`src/hw/rtl/sld_pkg.sv`:
```
// ----------------------------------------------------------------------------
// sld_pkg
// Shared types and constants of the sync/length/XOR frame receiver.
// ----------------------------------------------------------------------------
package sld_pkg;

  localparam int WIN_DEPTH = 64;                 // window bytes
  localparam int IDX_W     = $clog2(WIN_DEPTH);  // window index
  localparam int CNT_W     = IDX_W + 1;          // fill count, holds WIN_DEPTH
  localparam int Q_DEPTH   = 4;                  // input queue entries
  localparam int Q_PTR_W   = $clog2(Q_DEPTH);
  localparam int CFG_IDX_W = 1;

  localparam logic [CFG_IDX_W-1:0] REG_SYNC_FIRST  = 1'd0;
  localparam logic [CFG_IDX_W-1:0] REG_SYNC_SECOND = 1'd1;

  localparam logic [7:0] SYNC_FIRST_RST  = 8'h27;
  localparam logic [7:0] SYNC_SECOND_RST = 8'hA5;

  typedef struct packed {
    logic [7:0] first;
    logic [7:0] second;
  } sync_cfg_t;

  typedef struct packed {
    logic             idle;
    logic [CNT_W-1:0] fill;
  } eng_stat_t;

endpackage

```
`src/hw/rtl/sld_if.sv`:
```
// ----------------------------------------------------------------------------
// sld_if
// Valid/ready channels: received bytes in, frame bytes out.
// ----------------------------------------------------------------------------
interface rx_if;
  logic       valid;
  logic       ready;
  logic [7:0] rx_byte;

  modport source (output valid, output rx_byte, input ready);
  modport sink   (input valid, input rx_byte, output ready);
endinterface

interface frame_if;
  logic       valid;
  logic       ready;
  logic [7:0] frame_byte;
  logic [5:0] byte_position;
  logic       last_byte;

  modport source (output valid, output frame_byte, output byte_position,
                  output last_byte, input ready);
  modport sink   (input valid, input frame_byte, input byte_position,
                  input last_byte, output ready);
endinterface

```
`src/hw/rtl/sld_fifo.sv`:
```
// ----------------------------------------------------------------------------
// sld_fifo
// Front end: short byte queue that takes received items while the window
// engine is busy scanning or emitting.
// ----------------------------------------------------------------------------
module sld_fifo import sld_pkg::*; (
  input  logic       clk,
  input  logic       rst,
  rx_if.sink         in_ch,
  output logic       q_valid,
  output logic [7:0] q_byte,
  input  logic       q_take
);

  logic [7:0]         q_mem [Q_DEPTH];
  logic [Q_PTR_W-1:0] wr_ptr;
  logic [Q_PTR_W-1:0] rd_ptr;
  logic [Q_PTR_W:0]   count;
  logic               push;
  logic               pop;

  assign in_ch.ready = (count != Q_DEPTH[Q_PTR_W:0]);
  assign push        = in_ch.valid && in_ch.ready;
  assign pop         = q_take && q_valid;
  assign q_valid     = (count != '0);
  assign q_byte      = q_mem[rd_ptr];

  always_ff @(posedge clk) begin
    if (push) begin
      q_mem[wr_ptr] <= in_ch.rx_byte;
    end
  end

  always_ff @(posedge clk) begin
    if (rst) begin
      wr_ptr <= '0;
      rd_ptr <= '0;
      count  <= '0;
    end else begin
      if (push) begin
        wr_ptr <= wr_ptr + 1'b1;
      end
      if (pop) begin
        rd_ptr <= rd_ptr + 1'b1;
      end
      if (push && !pop) begin
        count <= count + 1'b1;
      end else if (pop && !push) begin
        count <= count - 1'b1;
      end
    end
  end

endmodule

```
`src/hw/rtl/sld_engine.sv`:
```
// ----------------------------------------------------------------------------
// sld_engine
// Back end: circular byte window, backward frame scan with running XOR,
// and frame emission through an output register.
// ----------------------------------------------------------------------------
module sld_engine import sld_pkg::*; (
  input  logic       clk,
  input  logic       rst,
  input  sync_cfg_t  cfg,
  input  logic       q_valid,
  input  logic [7:0] q_byte,
  output logic       q_take,
  frame_if.source    out_ch,
  output eng_stat_t  stat
);

  typedef enum logic [3:0] {
    ST_IDLE = 4'b0001,
    ST_SCAN = 4'b0010,
    ST_RD   = 4'b0100,
    ST_WR   = 4'b1000
  } state_t;

  state_t           state;
  logic [7:0]       win [WIN_DEPTH];
  logic [IDX_W-1:0] head;
  logic [CNT_W-1:0] fill;
  logic [IDX_W-1:0] wr_addr;
  logic [IDX_W-1:0] rd_addr;
  logic [7:0]       rd_data;

  // scan
  logic [IDX_W-1:0] iss_j;
  logic             iss_more;
  logic             dv;
  logic [IDX_W-1:0] dj;
  logic [7:0]       b0, b1, b2, acc;
  logic             found;
  logic [IDX_W-1:0] start;
  logic [CNT_W-1:0] span;
  logic             match;
  logic             full;

  // emit
  logic [IDX_W-1:0] k;
  logic             k_last;
  logic             out_valid;
  logic [7:0]       out_byte;
  logic [5:0]       out_pos;
  logic             out_last;

  assign full    = (fill == CNT_W'(WIN_DEPTH));
  assign q_take  = (state == ST_IDLE);
  assign wr_addr = full ? head : head + fill[IDX_W-1:0];
  assign rd_addr = (state == ST_SCAN) ? head + iss_j : head + start + k;

  // candidate start dj: sync pair, length byte, XOR of bytes after it is zero
  assign span  = fill - {1'b0, dj};
  assign match = dv && (span >= CNT_W'(4)) && (rd_data == cfg.first) &&
                 (b0 == cfg.second) && (b1 == 8'({1'b0, span - CNT_W'(4)})) &&
                 ((acc ^ b2) == 8'd0);

  assign k_last = (({1'b0, start} + {1'b0, k} + CNT_W'(1)) == fill);

  always_ff @(posedge clk) begin
    if (q_take && q_valid) begin
      win[wr_addr] <= q_byte;
    end
    rd_data <= win[rd_addr];
  end

  always_ff @(posedge clk) begin
    if (rst) begin
      state     <= ST_IDLE;
      head      <= '0;
      fill      <= '0;
      iss_more  <= 1'b0;
      dv        <= 1'b0;
      found     <= 1'b0;
      out_valid <= 1'b0;
    end else begin
      if (out_valid && out_ch.ready && (state != ST_WR)) begin
        out_valid <= 1'b0;
      end
      unique case (state)
        ST_IDLE: begin
          if (q_valid) begin
            if (full) begin
              head  <= head + 1'b1;
              iss_j <= IDX_W'(WIN_DEPTH - 1);
            end else begin
              fill  <= fill + 1'b1;
              iss_j <= fill[IDX_W-1:0];
            end
            iss_more <= 1'b1;
            dv       <= 1'b0;
            b0       <= '0;
            b1       <= '0;
            b2       <= '0;
            acc      <= '0;
            found    <= 1'b0;
            state    <= ST_SCAN;
          end
        end
        ST_SCAN: begin
          // newest to oldest, one read a cycle; last hit is the earliest start
          dv <= iss_more;
          dj <= iss_j;
          if (iss_more) begin
            if (iss_j == '0) begin
              iss_more <= 1'b0;
            end else begin
              iss_j <= iss_j - 1'b1;
            end
          end
          if (dv) begin
            acc <= acc ^ b2;
            b2  <= b1;
            b1  <= b0;
            b0  <= rd_data;
            if (match) begin
              found <= 1'b1;
              start <= dj;
            end
            // issue already ended here, so dv drops on its own
            if (dj == '0) begin
              if (match || found) begin
                k     <= '0;
                state <= ST_RD;
              end else begin
                state <= ST_IDLE;
              end
            end
          end
        end
        ST_RD: begin
          state <= ST_WR;
        end
        ST_WR: begin
          if (!out_valid || out_ch.ready) begin
            out_valid <= 1'b1;
            out_byte  <= rd_data;
            out_pos   <= 6'(k);
            out_last  <= k_last;
            if (k_last) begin
              fill  <= '0;
              state <= ST_IDLE;
            end else begin
              k     <= k + 1'b1;
              state <= ST_RD;
            end
          end
        end
        default: begin
          state <= ST_IDLE;
        end
      endcase
    end
  end

  assign out_ch.valid         = out_valid;
  assign out_ch.frame_byte    = out_byte;
  assign out_ch.byte_position = out_pos;
  assign out_ch.last_byte     = out_last;

  assign stat.idle = (state == ST_IDLE);
  assign stat.fill = fill;

endmodule

```
`src/hw/rtl/sync_length_xor_deframer.sv`:
```
// ----------------------------------------------------------------------------
// sync_length_xor_deframer
// Receives bytes into a 64-byte window and emits each frame made of two sync
// bytes, a length byte L, L payload bytes and an XOR check byte.
// ----------------------------------------------------------------------------
//  channel  dir  handshake        payload
//  in_ch    in   valid/ready      rx_byte[7:0]
//  out_ch   out  valid/ready      frame_byte[7:0], byte_position[5:0], last_byte
//  cfg      in   cfg_we (write)   cfg_idx[0], cfg_data[7:0]
//
//  Per byte: the byte is stored, then the window is scanned newest to oldest
//  (one window memory read a cycle) for a frame that ends on that byte.
//  A found frame is emitted byte by byte: read, then load output.
//  A 4-entry input queue takes bytes while the engine works.
//  Reset (rst, synchronous) empties the window and restores 0x27/0xA5 sync.
//  out_ch stalls hold the engine in emission; in_ch stalls only when full.
// ----------------------------------------------------------------------------
module sync_length_xor_deframer import sld_pkg::*; (
  input  logic                 clk,
  input  logic                 rst,
  input  logic                 cfg_we,
  input  logic [CFG_IDX_W-1:0] cfg_idx,
  input  logic [7:0]           cfg_data,
  rx_if.sink                   in_ch,
  frame_if.source              out_ch
);

  sync_cfg_t  cfg;
  eng_stat_t  stat;
  logic       q_valid;
  logic [7:0] q_byte;
  logic       q_take;

  always_ff @(posedge clk) begin
    if (rst) begin
      cfg.first  <= SYNC_FIRST_RST;
      cfg.second <= SYNC_SECOND_RST;
    end else if (cfg_we) begin
      unique case (cfg_idx)
        REG_SYNC_FIRST:  cfg.first  <= cfg_data;
        REG_SYNC_SECOND: cfg.second <= cfg_data;
        default: ;
      endcase
    end
  end

  sld_fifo u_fifo (
    .clk     (clk),
    .rst     (rst),
    .in_ch   (in_ch),
    .q_valid (q_valid),
    .q_byte  (q_byte),
    .q_take  (q_take)
  );

  sld_engine u_engine (
    .clk     (clk),
    .rst     (rst),
    .cfg     (cfg),
    .q_valid (q_valid),
    .q_byte  (q_byte),
    .q_take  (q_take),
    .out_ch  (out_ch),
    .stat    (stat)
  );

  a_fill_range: assert property (@(posedge clk) disable iff (rst)
    stat.fill <= CNT_W'(WIN_DEPTH))
    else $error("window fill above depth");

  // a new frame may follow at once, but it starts again at position 0
  a_last_ends: assert property (@(posedge clk) disable iff (rst)
    out_ch.valid && out_ch.ready && out_ch.last_byte |=>
      !out_ch.valid || (out_ch.byte_position == '0))
    else $error("frame continued after its last byte");

  a_busy_mid: assert property (@(posedge clk) disable iff (rst)
    out_ch.valid && !out_ch.last_byte |-> !stat.idle)
    else $error("engine idle in mid-frame");

endmodule

```
`src/flat_wrapper.sv`:
```
// flat-port wrapper written by rule: the top's interface ports become plain ports
module sync_length_xor_deframer_flat import sld_pkg::*;
  (clk, rst, cfg_we, cfg_idx, cfg_data, in_ch_valid, in_ch_rx_byte, in_ch_ready, out_ch_valid, out_ch_frame_byte, out_ch_byte_position, out_ch_last_byte, out_ch_ready);
  rx_if in_ch_i ();
  frame_if out_ch_i ();
  input  logic clk;
  input  logic rst;
  input  logic cfg_we;
  input  logic [CFG_IDX_W-1:0] cfg_idx;
  input  logic [7:0] cfg_data;
  input wire logic [$bits(in_ch_i.valid)-1:0] in_ch_valid;
  input wire logic [$bits(in_ch_i.rx_byte)-1:0] in_ch_rx_byte;
  output wire logic [$bits(in_ch_i.ready)-1:0] in_ch_ready;
  output wire logic [$bits(out_ch_i.valid)-1:0] out_ch_valid;
  output wire logic [$bits(out_ch_i.frame_byte)-1:0] out_ch_frame_byte;
  output wire logic [$bits(out_ch_i.byte_position)-1:0] out_ch_byte_position;
  output wire logic [$bits(out_ch_i.last_byte)-1:0] out_ch_last_byte;
  input wire logic [$bits(out_ch_i.ready)-1:0] out_ch_ready;
  assign in_ch_i.valid = in_ch_valid;
  assign in_ch_i.rx_byte = in_ch_rx_byte;
  assign in_ch_ready = in_ch_i.ready;
  assign out_ch_valid = out_ch_i.valid;
  assign out_ch_frame_byte = out_ch_i.frame_byte;
  assign out_ch_byte_position = out_ch_i.byte_position;
  assign out_ch_last_byte = out_ch_i.last_byte;
  assign out_ch_i.ready = out_ch_ready;
  sync_length_xor_deframer u_core (.clk(clk), .rst(rst), .cfg_we(cfg_we), .cfg_idx(cfg_idx), .cfg_data(cfg_data), .in_ch(in_ch_i), .out_ch(out_ch_i));
endmodule
```
`config.mk`:
```
export PLATFORM = sky130hd
export DESIGN_NAME = sync_length_xor_deframer_flat
export DESIGN_NICKNAME = d
export VERILOG_FILES = /design/src/hw/rtl/sld_pkg.sv /design/src/hw/rtl/sld_if.sv /design/src/hw/rtl/sld_fifo.sv /design/src/hw/rtl/sld_engine.sv /design/src/hw/rtl/sync_length_xor_deframer.sv /design/src/flat_wrapper.sv
export SDC_FILE = /design/constraint.sdc
export NUM_CORES = 1
export LEC_CHECK = 0
export ABC_AREA = 1
export BUFFER_PORTS_ARGS = -buffer_cell sky130_fd_sc_hd__clkbuf_2
export CAP_MARGIN = 15
export CORE_MARGIN = 5
export CORE_UTILIZATION = 45
export DETAILED_ROUTE_END_ITERATION = 6
export PLACE_DENSITY = 0.57
export SYNTH_ARGS = -nofsm -noshare
export SYNTH_HDL_FRONTEND = slang
export SYNTH_SLANG_ARGS = --single-unit
```
`constraint.sdc`:
```
create_clock -name clk -period 9 [get_ports clk]
set_input_delay 0.9 -clock clk [delete_from_list [all_inputs] [get_ports clk]]
set_output_delay 0.9 -clock clk [all_outputs]
set_load 0.005 [all_outputs]
```
==> run summary, run 1 <==
H-tree depth = 3
Maximum clock path buffer count = 3
Post-CTS Resized = 0
Syn. warnings = 0
I/O pins = 39
Max IR drop VDD = 0.210 mV
Post-layout min period = 4340 ps
Layout area overhead = 11.8%
Vias in the first global route = 18908
Post-Syn Area = 0.0290 mm^2
Largest family of logic cells by synthesized area = compound AO/OA/AOI/OAI gates
Asr flop ratio synth = 0%
Die footprint = 0.0697 mm^2
Die height = 264 um
Pins Over Slew Limit = 0
WHS Endpoint = u_core.u_fifo.rd_ptr[0]
Final Setup Violations = 0
Multiplexer share of the synthesized area = 0%
Core ar. = 0.0642 mm^2
Xor/xnor share of the synthesized area = 1.09%
Leak pwr = 0.0120 uW
Clk_lat worst skew = 620 ps
Worst-path clk slew = 60 ps
Initial antenna violation count = 0
Hold Path Stages = 1
# diodes = 0
Synth Area in Compound Gates = 12.3%
Least-Margin Pin Slew = 1380 ps
GRT Total Usage = 21.1%
Critical setup path kind = flop to flop
Reg2Reg Depth = 15
Gpl congestion = 0.859
Gr ovfl total = 0
Clock Sinks = 669
Worst r2r dst = u_core.u_engine.rd_data[6]
Setup Skew = 23.0 ps
Fmax = 230 MHz
Share of cells above drive strength 1 = 7.32%
Unique cell type count in the Yosys netlist = 45
Average via count per standard cell = 5.55
Status = finished, final reports clean
Final Util = 50.5%
CP max FO = 80
Yosys reg bits = 669
Relative slew margins = 8.30%
Largest net degree at the start of global routing = 258
Row count = 93
HPWL after DPL = 44200 um
Global-route wire length before repair = 116000 um
R2R setup slack = 4660 ps
WP data arrival = 4890 ps
Hold path startpoint = u_core.u_fifo.rd_ptr[0]
Routed vias = 19304
CP startpoint kind = flop
Worst R2R Start = u_core.u_engine.head[1]
RSZ-0062 raised after global routing = false
Setup crit end kind = flop
Setup bufs post-CTS = 0
Post-layout net count = 2637
Synthesized net count = 2622
Adder-cell area share of the yosys netlist = 2.44%
Post-synthesis sequential area ratio = 67.3%
ANT nets after route = 0
Routed len/inst = 21.5 um
DRC Markers = 0
Multi-input logic area = 0.00809 mm^2
DRT Pass-1 Iters = 5
Synth Flop Type = edfxtp_1
CTS Hold Buffers Added = 0
Flip-flop and latch area = 0.0195 mm^2
Syn_area_per_cell = 11.4 um^2
Worst Setup SP = u_core.u_engine.head[1]
Tcrit/Tclk final = 48.2%
Worst min path class = flop to flop
CTS tree = built
Total CTS buffers = 73
Die Wd = 264 um
Setup TNS = 0 ps
Post-Synthesis Cells = 2550
Initial Util = 45.2%
Clk root buf = clkbuf_16
Synth Area in Simple Gates = 11.5%
Detailed Route Iter0 Violations = 2092
Final hold vios = 0
FILL cells = 5701
Wirelength, routed = 74900 um
Max-Cap Viols = 0
WP data required = 9550 ps
Port Buf Inserts = 38
P per Cell Area = 278 mW/mm^2
Number of synthesized flops with an enable pin = 615
==> flip-flops by register name (all words and copies together) (netlist names), 7 cells and up, named ones only <==
signal	count
u_core.u_engine.fill	7
u_core.u_engine.rd_data	8
u_core.u_engine.acc	8
u_core.u_engine.win	512
u_core.u_fifo.q_mem	32
u_core.u_engine.b1	8
u_core.cfg	16
u_core.u_engine.out_ch.frame_byte	8
u_core.u_engine.b2	8
u_core.u_engine.b0	8
==> layer usage <==
metal | wire length, um | track usage [%] | share of wire, %
met4 | 1900 | 5.99 | 2.5
met1 | 33100 | 30.3 | 44
met5 | 0 | 0 | 0
met3 | 4870 | 3.55 | 6.5
met2 | 35000 | 33.6 | 47
==> worst max-delay path by stage <==
stage | end | cells after the start
after floorplan | u_core.u_engine.k[0] | 18
after global placement | u_core.u_engine.rd_data[7] | 14
after detailed placement | u_core.u_engine.rd_data[1] | 14
after CTS | u_core.u_engine.rd_data[1] | 14
after global routing | u_core.u_engine.rd_data[6] | 15
final | u_core.u_engine.rd_data[6] | 15
==> Yosys cell counts (4+ instances only) <==
master    number  area (um^2)
or2_2          4         25.0
xor2_1        26          228
clkbuf_1      70          263
o21bai_1      99          743
o21ai_1       32          160
nand3_1      253         1270
nor4_1         6         37.5
buf_4          8         60.1
inv_1        260          976
o21ai_0      383         1920
ha_1          39          488
buf_2         33          165
buf_1          8         30.0
nor3_1        11         55.1
fa_1          11          220
dfxtp_1       54         1080
nor2_1       218          818
xnor2_1       10         87.6
o22ai_1        9         56.3
nand4_1       16          100
a21oi_1       52          260
o211ai_1      39          293
edfxtp_1     615        18500
nand2_1      261          980
==> kinds of logic (layout without fill, tap and decap cells) <==
group	count (synthesis)	after routing
xor+xnor	36	36
flops	669	669
compound gates	631	631
fa+ha+maj	50	50
buf+inv	386	460
simple gates	778	778
==> report_power, final <==
part / switching, uW / internal [uW] / leakage [uW]
logic: 1500 / 444 / 0.00479
clock network: 1220 / 1730 / 0.00116
registers: 119 / 4000 / 0.00601
total: 2840 / 6170 / 0.0120
==> layout make-up <==
class | count | share of cell area, %
sequential | 669 | 60.2
clock buffer | 102 | 6.37
clock inverter | 32 | 0.910
inverter | 263 | 3.04
multi-input combinational | 1495 | 24.9
tap | 855 | 3.30
timing repair buffer | 63 | 1.20
==> stage by stage <==
step                setup WS (ps)  power [uW]  cell area [um^2]  instances  hold WS, ps
floorplan                    5830        5320             29000       2550          426
global placement             4670        6110             30100       3345          453
detailed placement           4680        6140             30100       3345          463
CTS                          4660        9070             32400       3479          470
global route                 4230        9420             32400       3479          499
finish                       4660        9010             32400       3479          471
==> worst max-delay path, stage by stage, from the launching register on <==
cell and delay (ps):
dfxtp_1 570, fa_1 480, ha_1 290, nand2_1 110, o21ai_4 70, buf_4 280
inv_2 630, buf_4 740, o21ai_0 190, inv_1 80, o21ai_0 70, nand3_1 150
nand3_1 190, nand3_1 130, nand3_1 110, nand2_1 90
==> cells in the final DEF (no fill, tap or decap), types with 26 or more instances in the layout <==
cell,count
a21oi_1,52
clkbuf_16,75
inv_1,259
o21ai_1,31
ha_1,39
nand3_1,253
o21ai_0,383
nand2_1,260
o21bai_1,99
o211ai_1,39
xor2_1,26
edfxtp_1,615
nor2_1,217
dfxtp_1,54
clkbuf_2,38
Power figures use the tool's default switching activity.
==> run 2, diff against run 1 <==
--- a/config.mk
+++ b/config.mk
@@ -11,7 +11,7 @@
 export CORE_MARGIN = 5
 export CORE_UTILIZATION = 45
 export DETAILED_ROUTE_END_ITERATION = 6
-export PLACE_DENSITY = 0.57
+export PLACE_DENSITY = 0.59
 export SYNTH_ARGS = -nofsm -noshare
 export SYNTH_HDL_FRONTEND = slang
 export SYNTH_SLANG_ARGS = --single-unit
==> constraint.sdc (replaced) <==
create_clock -name clk -period 3.87 [get_ports clk]
set_input_delay 0.387 -clock clk [delete_from_list [all_inputs] [get_ports clk]]
set_output_delay 0.387 -clock clk [all_outputs]
set_load 0.005 [all_outputs]
==> run summary, run 2 (synthesis results as in run 1) <==
Setup crit end kind = flop (unchanged)
Setup TNS = 0 ps (unchanged)
I/O pins = 39 (unchanged)
Maximum clock path buffer count = 3 (unchanged)
Relative slew margins = 39.3% (was 8.30%)
Initial antenna violation count = 0 (unchanged)
Post-layout net count = 2723 (was 2637)
Die Wd = 264 um (unchanged)
Clock Sinks = 669 (unchanged)
Critical setup path kind = flop to flop (unchanged)
Worst R2R Start = u_core.u_engine.start[1] (was u_core.u_engine.head[1])
Commonest non-fill, non-tap cells in the layout = edfxtp_1 (615), o21ai_0 (383), nand2_1 (260), inv_1 (259), nand3_1 (253) (unchanged)
Global-route wire length before repair = 115000 um (was 116000 um)
Max-Cap Viols = 0 (unchanged)
Tcrit/Tclk final = 91.1% (was 48.2%)
Final Setup Violations = 0 (unchanged)
RSZ-0062 raised after global routing = false (unchanged)
WHS Endpoint = u_core.cfg[7] (was u_core.u_fifo.rd_ptr[0])
Clk_lat worst skew = 620 ps (about the same)
Top flop regs = u_core.u_engine.win (512), u_core.u_fifo.q_mem (32), u_core.cfg (16) (unchanged)
GRT Total Usage = 20.9% (was 21.1%)
Detailed Route Iter0 Violations = 2083 (was 2092)
Setup bufs post-CTS = 0 (unchanged)
CP max FO = 32 (was 80)
# diodes = 0 (unchanged)
ANT nets after route = 0 (unchanged)
Reg2Reg Depth = 11 (was 15)
FILL cells = 5565 (was 5701)
Post-layout min period = 3530 ps (was 4340 ps)
Hold Path Stages = 3 (was 1)
Largest net degree at the start of global routing = 101 (was 258)
Average via count per standard cell = 5.48 (was 5.55)
Placed cell area = 0.0307 mm^2 (was 0.0301 mm^2)
Routed len/inst = 20.7 um (was 21.5 um)
Gr ovfl total = 0 (unchanged)
Vias in the first global route = 19508 (was 18908)
Post-CTS Resized = 0 (unchanged)
Routed vias = 19510 (was 19304)
Most common cell after layout, fill and taps aside = edfxtp_1 (unchanged)
Share of cells above drive strength 1 = 9.51% (was 7.32%)
Least-Margin Pin Slew = 907 ps (was 1380 ps)
Max FFs per register = 512 (unchanged)
Final instance area = 0.0331 mm^2 (was 0.0324 mm^2)
R2R setup slack = 340 ps (was 4660 ps)
Worst min path class = input port to flop (was flop to flop)
Setup Skew = 30.5 ps (was 23.0 ps)
DRT Pass-1 Iters = 5 (unchanged)
Die height = 264 um (unchanged)
Final Power = 20800 uW (was 9010 uW)
Worst-path clk slew = 60 ps (about the same)
Wirelength, routed = 73700 um (was 74900 um)
H-tree depth = 3 (unchanged)
Final hold vios = 0 (unchanged)
Row count = 93 (unchanged)
Total CTS buffers = 72 (was 73)
DRC Markers = 0 (unchanged)
Die footprint = 0.0697 mm^2 (unchanged)
Layout area overhead = 13.8% (was 11.8%)
Leak pwr = 0.0123 uW (was 0.0120 uW)
CTS Hold Buffers Added = 11 (was 0)
WP data arrival = 4080 ps (was 4890 ps)
Status = finished, final reports clean (unchanged)
Worst r2r dst = u_core.u_engine.rd_data[0] (was u_core.u_engine.rd_data[6])
CP startpoint kind = flop (unchanged)
Gpl congestion = 0.901 (was 0.859)
HPWL after DPL = 45200 um (was 44200 um)
Clk root buf = clkbuf_16 (unchanged)
Port Buf Inserts = 38 (unchanged)
Pins Over Slew Limit = 0 (unchanged)
Biggest register = u_core.u_engine.win (unchanged)
Max IR drop VDD = 0.411 mV (was 0.210 mV)
WP data required = 4420 ps (was 9550 ps)
Fmax = 284 MHz (was 230 MHz)
P per Cell Area = 628 mW/mm^2 (was 278 mW/mm^2)
Initial Util = 45.2% (unchanged)
CTS tree = built (unchanged)
Hold path startpoint = cfg_data[7] (was u_core.u_fifo.rd_ptr[0])
Core ar. = 0.0642 mm^2 (unchanged)
[run 2: cell types whose count changed in the layout (fill, tap and decap cells not counted), moves of 2 or more]
cell and delta:
buf_12 +6, dlygate4sd3_1 +11, clkbuf_1 +8, buf_4 +70
bufinv_16 -2, clkinv_2 -3, clkinv_1 -6, inv_6 -2
clkbuf_8 -3
[run 2: layer usage]
metal,global-route usage [%],routed length [um]
met2,34.0,35200
met5,0,0
met3,3.15,4440
met1,29.6,32300
met4,5.83,1790
[run 2: how the worst max path moves through the flow]
stage                                   startpoint                    endpoint
after CTS                 u_core.u_engine.start[1]  u_core.u_engine.rd_data[1]
after global placement     u_core.u_engine.head[1]  u_core.u_engine.rd_data[1]
final                     u_core.u_engine.start[1]  u_core.u_engine.rd_data[0]
after global routing         u_core.u_engine.dj[0]    u_core.u_engine.start[1]
after floorplan            u_core.u_engine.fill[0]        u_core.u_engine.k[0]
after detailed placement   u_core.u_engine.head[1]  u_core.u_engine.rd_data[1]
[run 2: area by class of cell]
cell class	instances	area (um^2)	area share [%]
clock buffers	107	2060	6.22
multi-input cells	1495	8090	24.5
inverters	263	987	2.99
clock inverters	18	153	0.462
repair buffers	150	1150	3.47
flip-flops and latches	669	19500	59.1
well taps	855	1070	3.24
[run 2: critical path, cell delays in order (launching register included)]
cell	delay, ps
edfxtp_1	530
fa_1	510
ha_1	230
fa_1	460
xor2_1	160
or2_2	300
nand2_1	130
buf_4	400
nand3_1	190
nand3_1	160
nand3_1	240
nand2_1	120
[run 2: per-stage QoR]
| step | hold slack (ps) | cells | setup WS (ps) | utilization [%] |
|---|---|---|---|---|
| 3_5_place_dp | 432 | 3421 | 356 | 47.8 |
| 6_report | 60.3 | 3557 | 344 | 51.5 |
| 2_1_floorplan | 426 | 2550 | 704 | - |
| 5_1_grt | 53.0 | 3557 | 104 | 51.5 |
| 4_1_cts | 21.4 | 3557 | 353 | 51.5 |
| 3_3_place_gp | 436 | 3421 | 413 | 47.8 |
[run 2: where the power goes]
group	internal (uW)	total (uW)	switching (uW)
Combinational	1130	4630	3500
Clock	3810	6550	2750
Sequential	9310	9580	270
Total	14200	20800	6510
